File: src/rtl/wmm_pkg.sv
// Shared commands and character constants for the wildcard mask matcher.
`timescale 1ns / 1ps
package wmm_pkg;

  localparam logic [1:0] CMD_CLEAR  = 2'd0;
  localparam logic [1:0] CMD_APPEND = 2'd1;
  localparam logic [1:0] CMD_TEXT   = 2'd2;

  localparam logic [7:0] CHAR_A      = 8'h61;
  localparam int         ALPHA_COUNT = 26;
  localparam logic [7:0] CHAR_Z      = CHAR_A + 8'(ALPHA_COUNT - 1);
  localparam logic [7:0] CHAR_QMARK  = 8'h3F;

  localparam int POS_W = 32;

  // One decoded command, already qualified by the pipeline advancing.
  typedef struct packed {
    logic clear;
    logic append;
    logic text;
  } op_t;

endpackage

File: src/rtl/wildcard_mask_matcher.sv
// Top level of the streaming wildcard mask matcher.
`timescale 1ns / 1ps
// Load a mask with append commands (letters a..z match themselves, any other byte is a
// wildcard), then stream text bytes; each text byte that completes a window matching the
// whole mask produces one transfer carrying that window's start position. Clear empties
// the mask and restarts the position at zero. One item is taken every cycle unless the
// output stalls: the item is held in an input register while the per-entry compares and
// the shift-and vector update run, and the result goes to an output register, which lets
// a new item in while a result waits. MASK_MAX sets the mask capacity; symbols beyond it
// are ignored. The position saturates at all ones.
module wildcard_mask_matcher #(
  parameter int MASK_MAX = 64
) (
  input  logic        clk,
  input  logic        rst_n,
  input  logic        in_valid,
  output logic        in_ready,
  input  logic [1:0]  in_command,
  input  logic [7:0]  in_symbol,
  output logic        out_valid,
  input  logic        out_ready,
  output logic [wmm_pkg::POS_W-1:0] out_match_start
);
  import wmm_pkg::*;

  localparam int LW = $clog2(MASK_MAX + 1);

  logic                s1_valid_r;
  logic [1:0]          s1_cmd_r;
  logic [7:0]          s1_sym_r;
  logic                out_valid_r;
  logic [POS_W-1:0]    out_start_r;
  logic                out_load;
  logic                proc;
  op_t                 op;
  logic [LW-1:0]       len;
  logic [MASK_MAX-1:0] cell_ok;
  logic                hit;
  logic [POS_W-1:0]    start;

  assign out_load = !out_valid_r || out_ready;
  assign proc     = s1_valid_r && out_load;
  assign in_ready = !s1_valid_r || out_load;

  assign op.clear  = proc && (s1_cmd_r == CMD_CLEAR);
  assign op.append = proc && (s1_cmd_r == CMD_APPEND);
  assign op.text   = proc && (s1_cmd_r == CMD_TEXT);

  always_ff @(posedge clk) begin
    if (!rst_n) begin
      s1_valid_r <= 1'b0;
    end else if (in_valid && in_ready) begin
      s1_valid_r <= 1'b1;
    end else if (proc) begin
      s1_valid_r <= 1'b0;
    end
  end

  always_ff @(posedge clk) begin
    if (in_valid && in_ready) begin
      s1_cmd_r <= in_command;
      s1_sym_r <= in_symbol;
    end
  end

  wmm_mask_bank #(
    .MASK_MAX(MASK_MAX),
    .LW(LW)
  ) u_bank (
    .clk(clk),
    .rst_n(rst_n),
    .op(op),
    .symbol(s1_sym_r),
    .len(len),
    .cell_ok(cell_ok)
  );

  wmm_track #(
    .MASK_MAX(MASK_MAX),
    .LW(LW)
  ) u_track (
    .clk(clk),
    .rst_n(rst_n),
    .op(op),
    .len(len),
    .cell_ok(cell_ok),
    .hit(hit),
    .start(start)
  );

  always_ff @(posedge clk) begin
    if (!rst_n) begin
      out_valid_r <= 1'b0;
    end else if (out_load) begin
      out_valid_r <= op.text && hit;
    end
  end

  always_ff @(posedge clk) begin
    if (out_load) begin
      out_start_r <= start;
    end
  end

  assign out_valid       = out_valid_r;
  assign out_match_start = out_start_r;

endmodule

File: src/rtl/wmm_mask_bank.sv
// Mask symbol storage, length counter and per-entry symbol compare.
`timescale 1ns / 1ps
module wmm_mask_bank #(
  parameter int MASK_MAX = 64,
  parameter int LW = $clog2(MASK_MAX + 1)
) (
  input  logic              clk,
  input  logic              rst_n,
  input  wmm_pkg::op_t      op,
  input  logic [7:0]        symbol,
  output logic [LW-1:0]     len,
  output logic [MASK_MAX-1:0] cell_ok
);
  import wmm_pkg::*;

  localparam int IW = (MASK_MAX > 1) ? $clog2(MASK_MAX) : 1;

  logic [7:0]    mask_r [MASK_MAX];
  logic [LW-1:0] len_r;
  logic [LW-1:0] len_nxt;
  logic          not_full;
  logic          wr_en;
  logic [IW-1:0] wr_addr;
  logic [7:0]    wr_data;

  assign not_full = len_r < LW'(MASK_MAX);
  assign wr_en    = op.append && not_full;
  assign wr_addr  = len_r[IW-1:0];
  // anything outside a..z is stored as a wildcard
  assign wr_data  = (symbol >= CHAR_A && symbol <= CHAR_Z) ? symbol : CHAR_QMARK;

  always_comb begin
    len_nxt = len_r;
    if (op.clear) begin
      len_nxt = '0;
    end else if (wr_en) begin
      len_nxt = len_r + LW'(1);
    end
  end

  always_ff @(posedge clk) begin
    if (!rst_n) begin
      len_r <= '0;
    end else begin
      len_r <= len_nxt;
    end
  end

  always_ff @(posedge clk) begin
    if (wr_en) begin
      mask_r[wr_addr] <= wr_data;
    end
  end

  // entries at or above the length never qualify, so unwritten ones are masked off
  always_comb begin
    for (int k = 0; k < MASK_MAX; k++) begin
      cell_ok[k] = (LW'(k) < len_r) &&
                   ((mask_r[k] == CHAR_QMARK) || (mask_r[k] == symbol));
    end
  end

  assign len = len_r;

endmodule

File: src/rtl/wmm_track.sv
// Shift-and match vector, text position counter and match start calculation.
`timescale 1ns / 1ps
module wmm_track #(
  parameter int MASK_MAX = 64,
  parameter int LW = $clog2(MASK_MAX + 1)
) (
  input  logic                    clk,
  input  logic                    rst_n,
  input  wmm_pkg::op_t            op,
  input  logic [LW-1:0]           len,
  input  logic [MASK_MAX-1:0]     cell_ok,
  output logic                    hit,
  output logic [wmm_pkg::POS_W-1:0] start
);
  import wmm_pkg::*;

  localparam int IW = (MASK_MAX > 1) ? $clog2(MASK_MAX) : 1;

  logic [MASK_MAX-1:0] active_r;
  logic [MASK_MAX-1:0] active_nxt;
  logic [POS_W-1:0]    pos_r;
  logic [POS_W-1:0]    pos_nxt;
  logic [LW-1:0]       len_m1;
  logic [IW-1:0]       last_idx;

  // prefix k extends only if prefix k-1 ended on the previous symbol
  always_comb begin
    for (int k = 0; k < MASK_MAX; k++) begin
      if (k == 0) begin
        active_nxt[k] = cell_ok[k];
      end else begin
        active_nxt[k] = cell_ok[k] && active_r[k-1];
      end
    end
  end

  assign len_m1   = len - LW'(1);
  assign last_idx = len_m1[IW-1:0];
  assign hit      = (len != '0) && active_nxt[last_idx];
  assign start    = pos_r - POS_W'(len_m1);

  always_comb begin
    pos_nxt = pos_r;
    if (op.clear) begin
      pos_nxt = '0;
    end else if (op.text && (pos_r != '1)) begin
      pos_nxt = pos_r + POS_W'(1);
    end
  end

  // bits at or above the length stay clear, so an append needs no vector update
  always_ff @(posedge clk) begin
    if (!rst_n) begin
      active_r <= '0;
      pos_r    <= '0;
    end else begin
      pos_r <= pos_nxt;
      if (op.clear) begin
        active_r <= '0;
      end else if (op.text) begin
        active_r <= active_nxt;
      end
    end
  end

  a_above_len_clear: assert property (@(posedge clk) disable iff (!rst_n)
    (active_r >> len) == {MASK_MAX{1'b0}})
    else $error("match vector bit set at or above mask length");

  a_pos_monotone: assert property (@(posedge clk) disable iff (!rst_n)
    !op.clear |=> pos_r >= $past(pos_r))
    else $error("text position moved backward without clear");

  a_clear_empties: assert property (@(posedge clk) disable iff (!rst_n)
    op.clear |=> (active_r == {MASK_MAX{1'b0}}) && (pos_r == '0) && (len == '0))
    else $error("clear left state behind");

endmodule

File: config.mk
export PLATFORM = sky130hd
export DESIGN_NAME = wildcard_mask_matcher
export DESIGN_NICKNAME = d
export VERILOG_FILES = /design/src/rtl/wmm_pkg.sv /design/src/rtl/wildcard_mask_matcher.sv /design/src/rtl/wmm_mask_bank.sv /design/src/rtl/wmm_track.sv
export SDC_FILE = /design/constraint.sdc
export NUM_CORES = 1
export LEC_CHECK = 0
export ABC_AREA = 0
export CORE_MARGIN = 2
export CORE_UTILIZATION = 55
export CTS_BUF_LIST = sky130_fd_sc_hd__clkbuf_8
export CTS_CLUSTER_DIAMETER = 40
export DETAILED_ROUTE_END_ITERATION = 7
export DONT_BUFFER_PORTS = 1
export PLACE_DENSITY = 0.7
export SYNTH_ARGS = -nofsm -noshare
export SYNTH_HDL_FRONTEND = slang
export SYNTH_HIERARCHICAL = 1
export SYNTH_SLANG_ARGS = --single-unit
File: constraint.sdc
create_clock -name clk -period 4.7 [get_ports clk]
set_input_delay 0.235 -clock clk [delete_from_list [all_inputs] [get_ports clk]]
set_output_delay 0.235 -clock clk [all_outputs]
set_load 0.05 [all_outputs]
# Word level (Yosys, flattened, before mapping)
# Memory sizes are Yosys's and may differ from the RTL's.
# Index checks and enable logic that the tools add are counted.
[classes] add_sub_neg=4 n_lt_le_gt_ge=68 eq_ne=131 n_mux=7 bitwise_logic=1 reduce_logical=209
[op_table] cell="8-bit by 6-bit == test with 1-bit output (second input constant)" count=64
[op_table] cell="8-bit == test" count=64
[op_table] cell="6-bit by 7-bit less-than comparator with 1-bit output (first input constant)" count=32
[op_table] cell="1-bit logical AND" count=137
[op_table] cell="5-bit by 7-bit less-than comparator with 1-bit output (first input constant)" count=16
[op_table] cell="1-bit logical OR" count=66
[op_table] cell="4-bit by 7-bit less-than comparator with 1-bit output (first input constant)" count=8
[op_table] cell="32-bit by 1-bit adder with 32-bit output (second input constant)" count=1
[op_table] cell="32-bit inequality test (second input constant)" count=1
[op_table] cell="32-bit by 7-bit subtractor with 32-bit output" count=1
[op_table] cell="3-bit by 7-bit less-than comparator with 1-bit output (first input constant)" count=4
[op_table] cell="1-bit by 7-bit less-than comparator with 1-bit output (first input constant)" count=2
[op_table] cell="2-bit by 7-bit less-than comparator with 1-bit output (first input constant)" count=2
[op_table] cell="8-bit by 7-bit >= comparator with 1-bit output (second input constant)" count=1
[op_table] cell="8-bit by 7-bit <= comparator with 1-bit output (second input constant)" count=1
[op_table] cell="8-bit 2-to-1 mux" count=1
[op_table] cell="7-bit by 1-bit adder with 7-bit output (second input constant)" count=1
[op_table] cell="6-bit by 7-bit less-than comparator with 1-bit output (second input constant)" count=1
[op_table] cell="7-bit less-than comparator (second input constant)" count=1
[op_table] cell="7-bit nonzero test" count=1
[op_table] cell="7-bit by 1-bit subtractor with 7-bit output (second input constant)" count=1
[op_table] cell="1-bit binary-select mux with 6-bit select" count=1
[op_table] cell="1-bit 2-to-1 mux" count=5
[op_table] cell="2-bit by 1-bit == test with 1-bit output (second input constant)" count=1
[op_table] cell="other kinds (6)" count=7
[word_totals] reg_bits=146 ram_bits=512 in_bits=14 output_inout_bits=34 elab_cells=429 mem_count=1
[memory_table] name="u_bank.mask_r" depth=64 word_bits=8 rd=64 rd_clocked_by_memory_dff=0 wr=1 line="wmm_mask_bank.sv:18" text="logic [7:0] mask_r [MASK_MAX];"

# Logic depth before layout (Yosys ltp)
[depth] word_depth=8 depth_mapped=15 depth_no_buf=12

# Hierarchy
# Netlist, hierarchy kept.
[modules_own_cells] module="wmm_mask_bank" instances=1 cells_per_inst=1756 area_per_inst_um2=24021.8 seq_area_each_um2=15514.9
[modules_own_cells] module="wmm_track" instances=1 cells_per_inst=729 area_per_inst_um2=5552.8 seq_area_each_um2=1901.8
[modules_own_cells] module="wildcard_mask_matcher" instances=1 cells_per_inst=55 area_per_inst_um2=1397.6 seq_area_each_um2=1301.2

# Least setup slack after synthesis
# OpenSTA, ideal clock, no wires.
[synth_timing] path_type="register to register" from="reg u_bank.len_r[0], in the netlist u_bank/len[0]" to="reg out_start_r[22], in the netlist out_match_start[22] (data pin)" t_arrival_ns=3.152 required_ns=4.433 slack_ns=1.282 stages_incl_launch_ff=14 path_buffers=2 period_less_slack_ns=3.418 path_cell_list="dfxtp_1 -> clkbuf_1 -> inv_1 -> ha_1 -> xor2_2 -> inv_1 -> ha_1 -> a21o_1 -> a21o_1 -> a2111oi_4 -> nor2_1 -> buf_4 -> o31ai_1 -> o21ai_0"
[synth_via] elab_chain_cells=2
[synth_rtl] item="start: declaration" line="wmm_mask_bank.sv:19" text="logic [LW-1:0] len_r;"
[synth_rtl] item="start signal: assignment" line="wmm_mask_bank.sv:45" text="len_r <= len_nxt;"
[synth_rtl] item="7-bit by 1-bit subtractor with 7-bit output" line="wmm_track.sv:37" text="assign len_m1 = len - LW'(1);"
[synth_rtl] item="32-bit by 7-bit subtractor with 32-bit output" line="wmm_track.sv:40" text="assign start = pos_r - POS_W'(len_m1);"
[synth_rtl] item="via start[22]" line="wildcard_mask_matcher.sv:39" text="logic [POS_W-1:0] start;"
[synth_rtl] item="end signal: assignment" line="wildcard_mask_matcher.sv:101" text="out_start_r <= start;"
[synth_rtl] item="end: declaration" line="wildcard_mask_matcher.sv:32" text="logic [POS_W-1:0] out_start_r;"
# The timed path passes the listed nets, and every way through them passes these cells.
# A chain may end at the register's enable or synchronous reset.

# Worst setup path in the final report
[layout_timing] from="reg u_bank.len_r[3], in the netlist u_bank/len[3]" to="reg out_start_r[28], in the netlist out_match_start[28] (data pin)"
# Same word-level chain as after synthesis.

==> flow_metrics.env <==
export IMPL_max_slew_margin_pct=19.33
export IMPL_endpoint_kind="register"
export IMPL_report_final_setup_viol=0
export IMPL_critPathKind="register to register"
export IMPL_grt_max_degree=96
export IMPL_vias=20710
export IMPL_grt_pass1_vias=20650
export IMPL_layout_common_cells="edfxtp_1, xor2_1, nand2_1"
export IMPL_ctsLongestPathBuffers=3
export IMPL_drcViolationCount=0
export IMPL_syn_area_sq_um=30970
export IMPL_setup_ws_ns=0.9369
export IMPL_total_power_mw=12.17
export IMPL_critPathArrivalTime_ns=4.19
export IMPL_rsz0062_at_grt="no"
export IMPL_synth_avg_cell_area_sq_um=12.19
export IMPL_num_rows=86
export IMPL_hold_class="input pin to register"
export IMPL_worstMarginPinSlew_ns=1.209
export IMPL_ys_warnings_count=6
export IMPL_pre_cts_slack_ns=1.047
export IMPL_cts_clk_slew_worst_paths_ns=0.06
export IMPL_fmax_ghz=0.2657
export IMPL_drive_gt1_share_pct=8.498
export IMPL_power_density_nw_per_um2=353.8
export IMPL_fillers=4174
export IMPL_gp_congestion=0.8775
export IMPL_drv_cap=0
export IMPL_synth_edf_count=554
export IMPL_finalHoldViolations=0
export IMPL_die_width_microns=241.3
export IMPL_cp_required_ns=5.13
export IMPL_antenna_found_initial=0
export IMPL_numPortBuffers=0
export IMPL_initial_core_util_pct=55.89
export IMPL_wl_per_cell_microns=21.59
export IMPL_r2r_start="u_bank/len[3]"
export IMPL_final_max_slew_viol_count=0
export IMPL_crit_chain="xor2_2 -> inv_2 -> ha_1 -> a21o_1 -> a2111oi_4 -> nor2_1 -> nor3_1 -> xor2_1"
export IMPL_fin_worst_skew_ns=0.04375
export IMPL_cts_buffers=109
export IMPL_clock_latency_ns=0.72
export IMPL_crit_fanout=28
export IMPL_die_h_microns=241.3
export IMPL_whs_ns=0.03777
export IMPL_status="complete, no violations"
export IMPL_area_delta_synth_final_pct=11.04
export IMPL_cts_sinks=658
export IMPL_viasPerCell=5.875
export IMPL_p_leak_nw=11.03
export IMPL_grt_pass1_wl_microns=116600
export IMPL_setup_tns_ns=0
export IMPL_core_area_sq_um=55420
export IMPL_synth_area_leaders="edfxtp_1, xor2_1, dfxtp_1"
export IMPL_final_common_cell="edfxtp_1"
export IMPL_num_antenna_cells=0
export IMPL_htree_levels=3
export IMPL_nets=2719
export IMPL_worst_path_largest_cell_delay_ns=0.98
export IMPL_wirelength_microns=76100
export IMPL_ctsRootBufferMaster="clkbuf_8"
export IMPL_drtPass1Iterations=8
export IMPL_synth_top_area_share_pct=53.71
export IMPL_ys_seq_area_share_pct=60.43
export IMPL_irDropWorstVdd_v=0.0002093
export IMPL_post_cts_buffers=0
export IMPL_antenna_left=0
export IMPL_post_cts_resized=0
export IMPL_slowest_stage="dfxtp_1"
export IMPL_grt_overflow=0
export IMPL_startpoint_type="register"
export IMPL_cts_tree="done"
export IMPL_ios=48
export IMPL_dieArea_sq_um=58230
export IMPL_r2r_slack_ns=0.94
export IMPL_ys_async_sr_fraction_pct=0
export IMPL_track_usage_pct=26.44
export IMPL_cp_endpoint="out_match_start[28]"
export IMPL_synth_seq_cells=658
export IMPL_synth_ff_type="edfxtp_1"
export IMPL_ys_types=79
export IMPL_crit_path_start="u_bank/len[3]"
export IMPL_drtIter0Drc=1973
export IMPL_place_detailed_hpwl_microns=45450
export IMPL_yosysTopAreaCell="edfxtp_1"
export IMPL_fin_crit_sh_pct=80.07
export IMPL_worstRegToRegCells=8
export IMPL_reg2reg_to="out_match_start[28]"
export IMPL_period_minus_slack_ns=3.763
export IMPL_synthCells=2540
[cell type report]
cell class                 count  area [sq um]  area share (%)
clock buffer                 112          1541           4.482
clock inverter                83         653.1           1.899
inverter                      23         86.33          0.2510
multi-input combinational   1850         11890           34.57
sequential                   658         18720           54.43
tap                          748         935.9           2.721
timing repair buffer          51         565.5           1.644
[synthesized netlist by cell type, types with 6 or more instances]
cell type / instances
xnor2_1: 35
xor2_1: 539
mux2i_1: 6
nor4_1: 195
ha_1: 11
and3_1: 8
nor2_1: 151
a21oi_1: 182
dfxtp_1: 104
nand3_1: 114
nand4_1: 74
o211ai_1: 15
buf_2: 41
a21oi_2: 9
buf_4: 26
buf_6: 17
a211oi_1: 14
nand3b_1: 8
or3_1: 17
o21ai_0: 36
edfxtp_1: 554
nand2_1: 203
o31ai_1: 7
clkbuf_1: 42
nor3_1: 14
inv_1: 20
[critical path: cells and delay by family (launching register included)]
kind	cells	cell delay [ns]
xor+xnor	2	0.61
simple gates	2	0.93
compound gates	2	0.33
fa+ha+maj	1	0.38
flops	1	0.98
buf+inv	1	0.22
[per-stage QoR]
stage	area, sq um	util (%)	std cells
3_3_place_gp	32070	57.87	3317
4_1_cts	34390	62.06	3525
3_5_place_dp	32070	57.87	3317
2_1_floorplan	31450	-	2666
5_1_grt	34390	62.06	3525
6_report	34390	62.06	3525
[power by group]
group / internal [mW] / leakage, nW / switching [mW] / total (mW)
Sequential: 6.32 / 5.16 / 0.0312 / 6.35
Clock: 2.82 / 1.21 / 2.28 / 5.10
Combinational: 0.221 / 4.67 / 0.495 / 0.716
[worst min path at each step]
stage             startpoint          end  slack, ns  cells past startpoint
6_report            in_valid  s1_cmd_r[1]       0.04                      1
5_1_grt             in_valid  s1_cmd_r[1]       0.04                      1
4_1_cts             in_valid  s1_cmd_r[1]       0.01                      1
3_5_place_dp    in_symbol[1]  s1_sym_r[1]       0.33                      0
3_3_place_gp    in_symbol[4]  s1_sym_r[4]       0.33                      0
2_1_floorplan  in_command[0]  s1_cmd_r[0]       0.33                      0
[cells by family after synthesis]
| kind of cell | Yosys count | synth area share, % |
|---|---|---|
| multiplexers | 9 | 0.3757 |
| adder cells (fa/ha/maj) | 12 | 0.5090 |
| AND/OR/NAND/NOR | 832 | 14.00 |
| other | 2 | 0.02425 |
| flip-flops | 658 | 60.43 |
| buffers and inverters | 158 | 2.824 |
| AO/OA/AOI/OAI | 293 | 5.498 |
| XOR/XNOR | 576 | 16.34 |
[timing repair]
item	4_1_cts	5_1_grt
hold endpoints to repair	19	0
setup endpoints to repair	0	0
hold buffers	13	0
[sequential cells by signal, summed over array words and instances (netlist names)]
signal            count
out_match_start      32
s1_valid_r            1
u_track/active_r     63
u_track/pos_r        32
s1_cmd_r              2
u_bank/mask_r       512
u_bank/len            7
s1_sym_r              8
out_valid             1
[layer usage]
layer	track usage (%)	vias up	part of all wire, %	wire length (microns)
met5	0	-	0	0
met4	10.66	0	3.0	2308
met2	43.94	817	48	36850
met3	4.535	168	6.9	5221
li1	-	9462	-	-
met1	34.65	10260	42	31720
Power figures use the tool's default switching activity.
